===== src/hw/rtl/nv12tp_pkg.sv =====
// Shared types, constants and helper functions of the NV12 test-pattern block generator.
`default_nettype none

package nv12tp_pkg;

  localparam int unsigned CfgIdxW  = 3;
  localparam int unsigned CfgDataW = 24;

  localparam logic [CfgIdxW-1:0] CfgFrameWidth   = 3'd0;
  localparam logic [CfgIdxW-1:0] CfgFrameHeight  = 3'd1;
  localparam logic [CfgIdxW-1:0] CfgLineStride   = 3'd2;
  localparam logic [CfgIdxW-1:0] CfgChromaStep   = 3'd3;
  localparam logic [CfgIdxW-1:0] CfgPatternOffs  = 3'd4;
  localparam logic [CfgIdxW-1:0] CfgFixedColor   = 3'd5;

  localparam int unsigned DimW    = 13;
  localparam int unsigned StepW   = 3;
  localparam int unsigned POffW   = 16;
  localparam int unsigned ColorW  = 24;
  localparam int unsigned CoordW  = 12;
  localparam int unsigned SumW    = 17;
  localparam int unsigned OffsW   = 24;
  localparam int unsigned SampleW = 8;

  localparam logic [DimW-1:0]  DimRst        = 13'd1024;
  localparam logic [StepW-1:0] ChromaStepRst = 3'd2;

  localparam int unsigned DivBitsPerStg = 3;
  localparam int unsigned DivStages     = 6;
  localparam int unsigned QuoW          = DivBitsPerStg * DivStages;

  localparam int unsigned StgOffs    = 3;
  localparam int unsigned StgPat     = DivStages + 1;
  localparam int unsigned StgRgb     = DivStages + 2;
  localparam int unsigned StgLumaMul = DivStages + 3;
  localparam int unsigned StgLuma    = DivStages + 4;
  localparam int unsigned StgChrMul  = DivStages + 5;
  localparam int unsigned StgOut     = DivStages + 6;
  localparam int unsigned PipeStages = DivStages + 7;

  localparam logic [ColorW-1:0] PatQMul = 24'h130502;
  localparam logic [ColorW-1:0] PatRMul = 24'h0a1120;

  localparam logic [ColorW-1:0] LumaKr = 24'd19595;
  localparam logic [ColorW-1:0] LumaKg = 24'd38470;
  localparam logic [ColorW-1:0] LumaKb = 24'd7471;

  localparam logic signed [25:0] CbK     = 26'sd37028;
  localparam logic signed [25:0] CrK     = 26'sd46727;
  localparam logic signed [25:0] ChrBias = 26'sd8388608;

  typedef struct packed {
    logic [SumW-1:0] s;
    logic [QuoW-1:0] dvd;
    logic [QuoW-1:0] quo;
    logic [DimW-1:0] rem;
  } div_t;

  typedef struct packed {
    logic [OffsW-1:0] luma_off;
    logic [OffsW-1:0] chroma_off;
    logic             last;
  } side_t;

  function automatic div_t div_step(div_t a, logic [DimW-1:0] w);
    div_t          r;
    logic [DimW:0] part;
    r = a;
    for (int i = 0; i < DivBitsPerStg; i++) begin
      part  = {r.rem, r.dvd[QuoW-1]};
      r.dvd = {r.dvd[QuoW-2:0], 1'b0};
      if (part >= {1'b0, w}) begin
        part  = part - {1'b0, w};
        r.quo = {r.quo[QuoW-2:0], 1'b1};
      end else begin
        r.quo = {r.quo[QuoW-2:0], 1'b0};
      end
      r.rem = part[DimW-1:0];
    end
    return r;
  endfunction

  function automatic logic [SampleW-1:0] chroma_sat(logic signed [25:0] t);
    logic [SampleW-1:0] res;
    if (t[25]) begin
      res = '0;
    end else if (t[24]) begin
      res = '1;
    end else begin
      res = t[23:16];
    end
    return res;
  endfunction

endpackage

`default_nettype wire


===== src/hw/rtl/nv12_test_pattern_block_top.sv =====
// Top level of the NV12 test-pattern block generator: pattern, color conversion and offsets.
//
//   channel  direction  handshake                payload
//   cfg      in         cfg_we_i                 cfg_idx_i, cfg_data_i
//   in       in         in_valid_i / in_stall_o  block_x_i, block_y_i
//   out      out        out_valid_o / out_stall_i luma/cb/cr values, offsets, last_block
//
// One block per clock while no stall holds the pipeline; 13 register stages lie between
// an input transfer and its result.
// The pattern quotient runs through a six-stage divider, three quotient bits per stage.
// Reset clears the valid bits and loads the register defaults.
// A stage holds only while the output is stalled and it and all later stages are full;
// empty stages close up, so input is taken while a result waits and a stage is free.
`default_nettype none

module nv12_test_pattern_block_top
  import nv12tp_pkg::*;
#(
  parameter int unsigned MAX_DIM = 4096
) (
  input  wire logic                clk_i,
  input  wire logic                rst_ni,
  input  wire logic                cfg_we_i,
  input  wire logic [CfgIdxW-1:0]  cfg_idx_i,
  input  wire logic [CfgDataW-1:0] cfg_data_i,
  input  wire logic                in_valid_i,
  output logic                     in_stall_o,
  input  wire logic [CoordW-1:0]   block_x_i,
  input  wire logic [CoordW-1:0]   block_y_i,
  output logic                     out_valid_o,
  input  wire logic                out_stall_i,
  output logic [SampleW-1:0]       luma_value_o,
  output logic [SampleW-1:0]       cb_value_o,
  output logic [SampleW-1:0]       cr_value_o,
  output logic [OffsW-1:0]         luma_offset_o,
  output logic [OffsW-1:0]         chroma_offset_o,
  output logic                     last_block_o
);

  localparam int unsigned        DimCmpW = DimW + 2;
  localparam logic [DimCmpW-1:0] MaxDimV = DimCmpW'(MAX_DIM);

  function automatic logic [DimW-1:0] clamp_dim(logic [DimW-1:0] v);
    return ({2'b00, v} > MaxDimV) ? MaxDimV[DimW-1:0] : v;
  endfunction

  logic [DimW-1:0]   width_q, height_q, stride_q;
  logic [StepW-1:0]  cstep_q;
  logic [POffW-1:0]  poff_q;
  logic [ColorW-1:0] fixed_q;

  always_ff @(posedge clk_i or negedge rst_ni) begin
    if (!rst_ni) begin
      width_q  <= DimRst;
      height_q <= DimRst;
      stride_q <= DimRst;
      cstep_q  <= ChromaStepRst;
      poff_q   <= '0;
      fixed_q  <= '0;
    end else if (cfg_we_i) begin
      case (cfg_idx_i)
        CfgFrameWidth:  width_q  <= cfg_data_i[DimW-1:0];
        CfgFrameHeight: height_q <= cfg_data_i[DimW-1:0];
        CfgLineStride:  stride_q <= cfg_data_i[DimW-1:0];
        CfgChromaStep:  cstep_q  <= cfg_data_i[StepW-1:0];
        CfgPatternOffs: poff_q   <= cfg_data_i[POffW-1:0];
        CfgFixedColor:  fixed_q  <= cfg_data_i[ColorW-1:0];
        default: ;
      endcase
    end
  end

  logic [DimW-1:0] w_c, h_c, stride_c;
  logic            wzero_c;

  assign w_c      = clamp_dim(width_q);
  assign h_c      = clamp_dim(height_q);
  assign stride_c = clamp_dim(stride_q);
  assign wzero_c  = (w_c == '0);

  logic [PipeStages-1:0] v_q, en;

  for (genvar k = 0; k < PipeStages; k++) begin : g_en
    assign en[k] = !out_stall_i || !(&v_q[PipeStages-1:k]);
  end

  assign in_stall_o  = !en[0];
  assign out_valid_o = v_q[PipeStages-1];

  always_ff @(posedge clk_i or negedge rst_ni) begin
    if (!rst_ni) begin
      v_q <= '0;
    end else begin
      if (en[0]) begin
        v_q[0] <= in_valid_i;
      end
      for (int k = 1; k < PipeStages; k++) begin
        if (en[k]) begin
          v_q[k] <= v_q[k-1];
        end
      end
    end
  end

  logic [CoordW-1:0]  bx0_q, by0_q;
  logic [SumW-1:0]    s0_q;
  div_t               div_q [1:DivStages];
  div_t               div_init_d;

  logic [24:0]        lo_prod1_q;
  logic [23:0]        cp1_q;
  logic [CoordW-1:0]  bx1_q;
  logic               last1_q;
  logic               last1_d;

  logic [OffsW-1:0]   luma_off2_q;
  logic [24:0]        cp2_q;
  logic [13:0]        cx2_q;
  logic               last2_q;

  side_t              side_q [StgOffs:PipeStages-1];

  logic [11:0]        qsh_d;
  logic [10:0]        rsh_d;
  logic [ColorW-1:0]  pq_q, pr_q, rgb_q;
  logic [ColorW-1:0]  yr_q, yg_q, yb_q;
  logic [SampleW-1:0] rch_q, bch_q;
  logic [24:0]        ysum_d;
  logic [SampleW-1:0] luma10_q, r10_q, b10_q;
  logic signed [8:0]  db_d, dr_d;
  logic signed [25:0] tb_q, tr_q;
  logic [SampleW-1:0] luma11_q;
  logic [SampleW-1:0] luma_out_q, cb_out_q, cr_out_q;

  always_comb begin
    div_init_d     = '0;
    div_init_d.s   = s0_q;
    div_init_d.dvd = QuoW'(s0_q);
    last1_d = ((DimW'(bx0_q) + DimW'(2)) >= w_c) && ((DimW'(by0_q) + DimW'(2)) >= h_c);
    qsh_d   = wzero_c ? '0 : div_q[DivStages].quo[QuoW-1:6];
    rsh_d   = wzero_c ? div_q[DivStages].s[SumW-1:6] : 11'(div_q[DivStages].rem[DimW-1:6]);
    ysum_d  = 25'(yr_q) + 25'(yg_q) + 25'(yb_q);
    db_d    = $signed({1'b0, b10_q}) - $signed({1'b0, luma10_q});
    dr_d    = $signed({1'b0, r10_q}) - $signed({1'b0, luma10_q});
  end

  always_ff @(posedge clk_i) begin
    if (en[0]) begin
      bx0_q <= block_x_i;
      by0_q <= block_y_i;
      s0_q  <= SumW'(poff_q) + SumW'(block_x_i) + SumW'(block_y_i);
    end
    if (en[1]) begin
      div_q[1]   <= div_step(div_init_d, w_c);
      lo_prod1_q <= 25'(by0_q) * 25'(stride_c);
      cp1_q      <= 24'(by0_q[CoordW-1:1]) * 24'(stride_c);
      bx1_q      <= bx0_q;
      last1_q    <= last1_d;
    end
    for (int k = 2; k <= DivStages; k++) begin
      if (en[k]) begin
        div_q[k] <= div_step(div_q[k-1], w_c);
      end
    end
    if (en[2]) begin
      luma_off2_q <= OffsW'(lo_prod1_q) + OffsW'(bx1_q);
      cp2_q       <= 25'(cp1_q) * 25'(cstep_q);
      cx2_q       <= 14'(bx1_q[CoordW-1:1]) * 14'(cstep_q);
      last2_q     <= last1_q;
    end
    if (en[StgOffs]) begin
      side_q[StgOffs].luma_off   <= luma_off2_q;
      side_q[StgOffs].chroma_off <= cp2_q[24:1] + OffsW'(cx2_q);
      side_q[StgOffs].last       <= last2_q;
    end
    for (int k = StgOffs + 1; k < PipeStages; k++) begin
      if (en[k]) begin
        side_q[k] <= side_q[k-1];
      end
    end
    if (en[StgPat]) begin
      pq_q <= ColorW'(qsh_d) * PatQMul;
      pr_q <= ColorW'(rsh_d) * PatRMul;
    end
    if (en[StgRgb]) begin
      rgb_q <= (fixed_q != '0) ? fixed_q : pq_q + pr_q;
    end
    if (en[StgLumaMul]) begin
      yr_q  <= ColorW'(rgb_q[23:16]) * LumaKr;
      yg_q  <= ColorW'(rgb_q[15:8]) * LumaKg;
      yb_q  <= ColorW'(rgb_q[7:0]) * LumaKb;
      rch_q <= rgb_q[23:16];
      bch_q <= rgb_q[7:0];
    end
    if (en[StgLuma]) begin
      luma10_q <= ysum_d[23:16];
      r10_q    <= rch_q;
      b10_q    <= bch_q;
    end
    if (en[StgChrMul]) begin
      tb_q     <= 26'(db_d) * CbK + ChrBias;
      tr_q     <= 26'(dr_d) * CrK + ChrBias;
      luma11_q <= luma10_q;
    end
    if (en[StgOut]) begin
      luma_out_q <= luma11_q;
      cb_out_q   <= chroma_sat(tb_q);
      cr_out_q   <= chroma_sat(tr_q);
    end
  end

  assign luma_value_o    = luma_out_q;
  assign cb_value_o      = cb_out_q;
  assign cr_value_o      = cr_out_q;
  assign luma_offset_o   = side_q[PipeStages-1].luma_off;
  assign chroma_offset_o = side_q[PipeStages-1].chroma_off;
  assign last_block_o    = side_q[PipeStages-1].last;

endmodule

`default_nettype wire


===== config.mk =====
export PLATFORM = sky130hd
export DESIGN_NAME = nv12_test_pattern_block_top
export DESIGN_NICKNAME = d
export VERILOG_FILES = /design/src/hw/rtl/nv12tp_pkg.sv /design/src/hw/rtl/nv12_test_pattern_block_top.sv
export SDC_FILE = /design/constraint.sdc
export NUM_CORES = 2
export LEC_CHECK = 0
export BUFFER_PORTS_ARGS = -buffer_cell sky130_fd_sc_hd__buf_2
export CAP_MARGIN = 30
export CORE_ASPECT_RATIO = 1.5
export CORE_MARGIN = 2
export CORE_UTILIZATION = 54
export DETAILED_ROUTE_END_ITERATION = 8
export GPL_ROUTABILITY_DRIVEN = 0
export MAX_ROUTING_LAYER = met4
export PLACE_DENSITY = 0.7
export SYNTH_ARGS = -nofsm -noshare
export SYNTH_HDL_FRONTEND = slang
export SYNTH_SLANG_ARGS = --single-unit
export TNS_END_PERCENT = 100

===== constraint.sdc =====
create_clock -name clk_i -period 11.8 [get_ports clk_i]
set_input_delay 1.77 -clock clk_i [delete_from_list [all_inputs] [get_ports clk_i]]
set_output_delay 1.77 -clock clk_i [all_outputs]
set_load 0.05 [all_outputs]

## Yosys cells after proc, flatten, opt, wreduce, memory -nomap -nowiden

Memory sizes are Yosys's and may differ from the RTL's.
Cells that the tools add are included.

| operators by class | value |
|---|---|
| multiply operators | 11 |
| equality and inequality tests | 5 |
| muxes and demuxes | 92 |
| $add $sub $neg | 31 |
| reductions and logical operators | 50 |
| magnitude comparators | 23 |

Operators by type and width:

| operator | number |
|---|---|
| $mux W13 | 39 |
| $ge A14 B13 Y1 | 17 |
| $sub A13 B13 Y13 | 17 |
| $mux W18 | 6 |
| $add A26 B25 Y26 const B | 2 |
| $mul A8 B15 Y23 const B | 2 |
| $mux W1 | 42 |
| $gt A13 B13 Y1 const B | 3 |
| $add A12 B2 Y13 const B | 2 |
| $ge A13 B13 Y1 | 2 |
| $mul A9 B17 Y26 const B | 1 |
| $mul A24 B3 Y25 | 1 |
| $add A23 B24 Y24 | 1 |
| $add A24 B12 Y24 | 1 |
| $add A24 B14 Y24 | 1 |
| $add A24 B21 Y24 | 1 |
| $add A24 B24 Y24 | 1 |
| $mul A11 B13 Y24 | 1 |
| $mul A12 B13 Y24 | 1 |
| $mul A9 B15 Y24 const B | 1 |
| $mux W24 | 1 |
| $reduce_bool A24 Y1 | 1 |
| $mul A12 B20 Y23 const B | 1 |
| $mul A8 B13 Y21 const B | 1 |
| 30 further kinds | 66 |

| word-level totals | value |
|---|---|
| memory bits (writable) | 868 |
| output and inout port bits | 75 |
| memories | 2 |
| word-level logic and storage cells | 261 |
| flip-flop bits (word level) | 518 |

Memory list:

| memory | words | width | read ports | clocked after memory_dff | write ports | RTL line | RTL |
|---|---|---|---|---|---|---|---|
| side_q | 10 | 49 | 10 | 0 | 10 | nv12_test_pattern_block_top.sv:121 | `side_t side_q [StgOffs:PipeStages-1];` |
| div_q | 6 | 63 | 6 | 0 | 6 | nv12_test_pattern_block_top.sv:107 | `div_t div_q [1:DivStages];` |

## Longest topological paths before layout

| logic depth | value |
|---|---|
| depth in word-level cells | 11 |
| depth in mapped cells | 37 |
| depth with buffers taken out | 34 |

## Worst setup path after synthesis

Ideal clock, no wire load.

| path | value |
|---|---|
| kind | input port to output port |
| start | in out_stall_i |
| end | out in_stall_o |
| cell stages on the path | 9 |
| required time | 10030 ps |
| arrival | 8100 ps |
| path slack | 1930 ps |
| buffers on the path | 0 |
| path through | nand4_1 > inv_1 > and3_1 > and2_1 > inv_1 > nor2_1 > and2_1 > nand3_1 > inv_1 |

| between the ends | value |
|---|---|
| longest elaborated chain between the ends | 3 |

RTL lines:

| element | RTL line | RTL |
|---|---|---|
| from (decl) | nv12_test_pattern_block_top.sv:31 | `input wire logic out_stall_i,` |
| $logic_not A1 Y1 | nv12_test_pattern_block_top.sv:84 | `assign en[k] = !out_stall_i \|\| !(&v_q[PipeStages-1:k]);` |
| $logic_or A1 B1 Y1 | nv12_test_pattern_block_top.sv:84 |  |
| $logic_not A1 Y1 | nv12_test_pattern_block_top.sv:87 | `assign in_stall_o = !en[0];` |
| to (decl) | nv12_test_pattern_block_top.sv:27 | `output logic in_stall_o,` |

No other way between the ends.

==> flow_summary.ini <==
[setup_path]
crit_fanout = 18
cp-start-kind = flop
path_class = flop to flop
max_stage_delay_ns = 0.52
cp_common_cell = o211ai_1
reg2reg_depth = 29
r2r_start = width_q[6]
critPathArrivalTime_ns = 9.96
cp-endpoint = div_q[0][261]
crit_required_ns = 12.24
worstSetupStartpoint = width_q[6]
rrSetupSlack_ns = 2.28
cp-end-kind = flop
r2r_end = div_q[0][261]
cp_slowest_cell = o221a_2

[synth]
synth-edff-count = 1097
ys.warnings.count = 0
synth_ff_type = edfxtp_1
synth.avg_cell_area_um2 = 12.12
netlist_instances = 6301
synth_sequential_area_ratio = 0.4626
ys_types = 94
synth-seq-cells = 1192
async_flop_share = 0.07970
synth_area_um2 = 76350
syn_nets = 7615

[hold_path]
hp-class = flop to flop
hp-start = luma11_q[1]

[clock_network]
cts_resized = 0
clkTransAtPathRegs_ns = 0.07
cts_sinks = 1192
ctsHoldBuffers = 0
cts_setup_buffers = 0
ctsHtreeMaxLevel = 3
cts_buffers = 106
clk_latency_ns = 0.75
cts_buffer_depth = 3
clockRootBuffer = clkbuf_16
cts_tree = yes

[final_layout]
final_cell_mix = edfxtp_1 (1,097), ha_1 (898), inv_1 (719)
multi_input_area_um2 = 37640
drive_gt1_frac = 0.08791
nFillCells = 11350
area_delta_synth_final_pct = 8.421
final_common_cell = edfxtp_1
regArea_um2 = 35320
nets = 7767

[routing]
postRouteAntennaNets = 0
met1_length_um = 60790
top_layer = met4
finalWirelength_um = 157700
vias = 47082
route.met2.wl_um = 81050
drt_iter0_drc = 2760
routedWlPerCell_um = 18.72
drt_pass1_iterations = 5
drt-vias-per-instance = 5.588
drc = 0
wl_met3_um = 6487

[job]
cap_violations = 0

[floorplan]
core_area_um2 = 140800
die_h_um = 464.5
start_util = 0.5422
num_io_pins = 131
design.die.area_um2 = 144500
rows = 169
die_w_um = 311.0

[global_route]
grt_max_degree = 75
antenna_found_initial = 5
grt_pass1_wl_um = 253300
grt_overflow_total = 0
grt_usage = 0.2282
first_global_vias = 48551

[place]
io_buffers = 130
dp_hpwl_um = 122800

[timing]
finalHoldViolCount = 0
maxSlewViolCount = 0
timing.fmax_ghz = 0.1051
period_minus_slack_ns = 9.519
grt_setup_unrepaired = false
setup_viol = 0
worstMarginPinSlew_ns = 1.050
finalCritPeriodShare = 0.8067
fin_setup_tns_ns = 0
skew_ns = 0.06468
slew-limit-headroom = 0.2986

[outcome]
status = finished clean
==> how the worst min path moves through the flow <==
| stage | slack, ns | to | cells after the start |
|---|---|---|---|
| floorplan | 0.40 | b10_q[1] | 0 |
| global placement | 0.40 | side_q[0][295] | 0 |
| detailed placement | 0.40 | div_q[0][172] | 0 |
| CTS | 0.40 | div_q[0][172] | 0 |
| global route | 0.40 | div_q[0][172] | 0 |
| finish | 0.40 | luma_value_o[1] | 0 |
==> metrics by stage <==
stage               std cells  setup WS (ns)    util  cell area (µm²)  hold slack [ns]
floorplan                6301          1.930       -            76350           0.4003
global placement         8204          2.177  0.5609            78990           0.4004
detailed placement       8224          2.479  0.5628            79250           0.4045
CTS                      8420          2.382  0.5875            82740           0.3994
global route             8425          1.443  0.5878            82780           0.4020
finish                   8425          2.281  0.5878            82780           0.4022
==> layout make-up <==
| type | instances | share of cell area |
|---|---|---|
| Sequential cell | 1192 | 0.4267 |
| Multi-Input combinational cell | 4237 | 0.4546 |
| Antenna cell | 3 | 0.00009069 |
| Timing Repair Buffer | 192 | 0.01517 |
| Clock buffer | 126 | 0.03355 |
| Inverter | 724 | 0.03289 |
| Clock inverter | 70 | 0.008509 |
| Tap cell | 1881 | 0.02843 |
==> cell usage after synthesis (62+ instances only) <==
master | count | area share
o21ai_0 | 200 | 0.013
nand2b_1 | 62 | 0.0051
nand3_1 | 74 | 0.0049
clkbuf_1 | 86 | 0.0042
nor3_1 | 88 | 0.0058
mux2_2 | 140 | 0.021
o21a_1 | 76 | 0.0075
xnor2_1 | 286 | 0.033
edfxtp_1 | 1097 | 0.43
a21oi_1 | 270 | 0.018
nor2b_1 | 86 | 0.0070
xor2_1 | 124 | 0.014
fa_1 | 360 | 0.094
nand2_1 | 433 | 0.021
nor2_1 | 301 | 0.015
dfrtp_1 | 91 | 0.030
a21o_1 | 131 | 0.013
inv_1 | 723 | 0.036
ha_1 | 898 | 0.15
and2_1 | 95 | 0.0078
==> routing by layer <==
metal,global-route usage,up-vias
met2,0.4027,1145
met3,0.02685,478
met1,0.2513,22803
met4,0.1244,0
met5,-,-
li1,-,22656
==> state kept, by name, summed over array words and instances (netlist names), 17 cells and up <==
register and count:
yr_q 22, fixed_q 24, cp2_q 24, cp1_q 24
luma_off2_q 24, pr_q 19, yb_q 20, side_q 490
div_q 219, pq_q 23, lo_prod1_q 24, yg_q 23
rgb_q 24, s0_q 17
==> worst max-delay path: cells and delay by family (launching register included) <==
kind | cells | cell delay [ns]
buffers and inverters | 1 | 0.26
AOI/OAI and AO/OA | 15 | 4.73
muxes | 3 | 1.25
adders and majority gates | 3 | 1.05
and+or+nand+nor | 7 | 1.50
DFF | 1 | 0.41
==> logic make-up (layout without fill, tap and decap cells) <==
family,Yosys count,after routing,share of synthesized area
AO/OA/AOI/OAI,1020,1020,0.08924
XOR/XNOR,410,410,0.04703
adder cells (fa/ha/maj),1258,1258,0.2415
buffers and inverters,872,1112,0.04556
flip-flops,1192,1192,0.4626
multiplexers,201,201,0.02909
other,0,3,0
AND/OR/NAND/NOR,1348,1348,0.08490
Power is left out: the tool's default activity adds up to more than one toggle a clock period on the data nets, which glitch-free logic cannot reach.
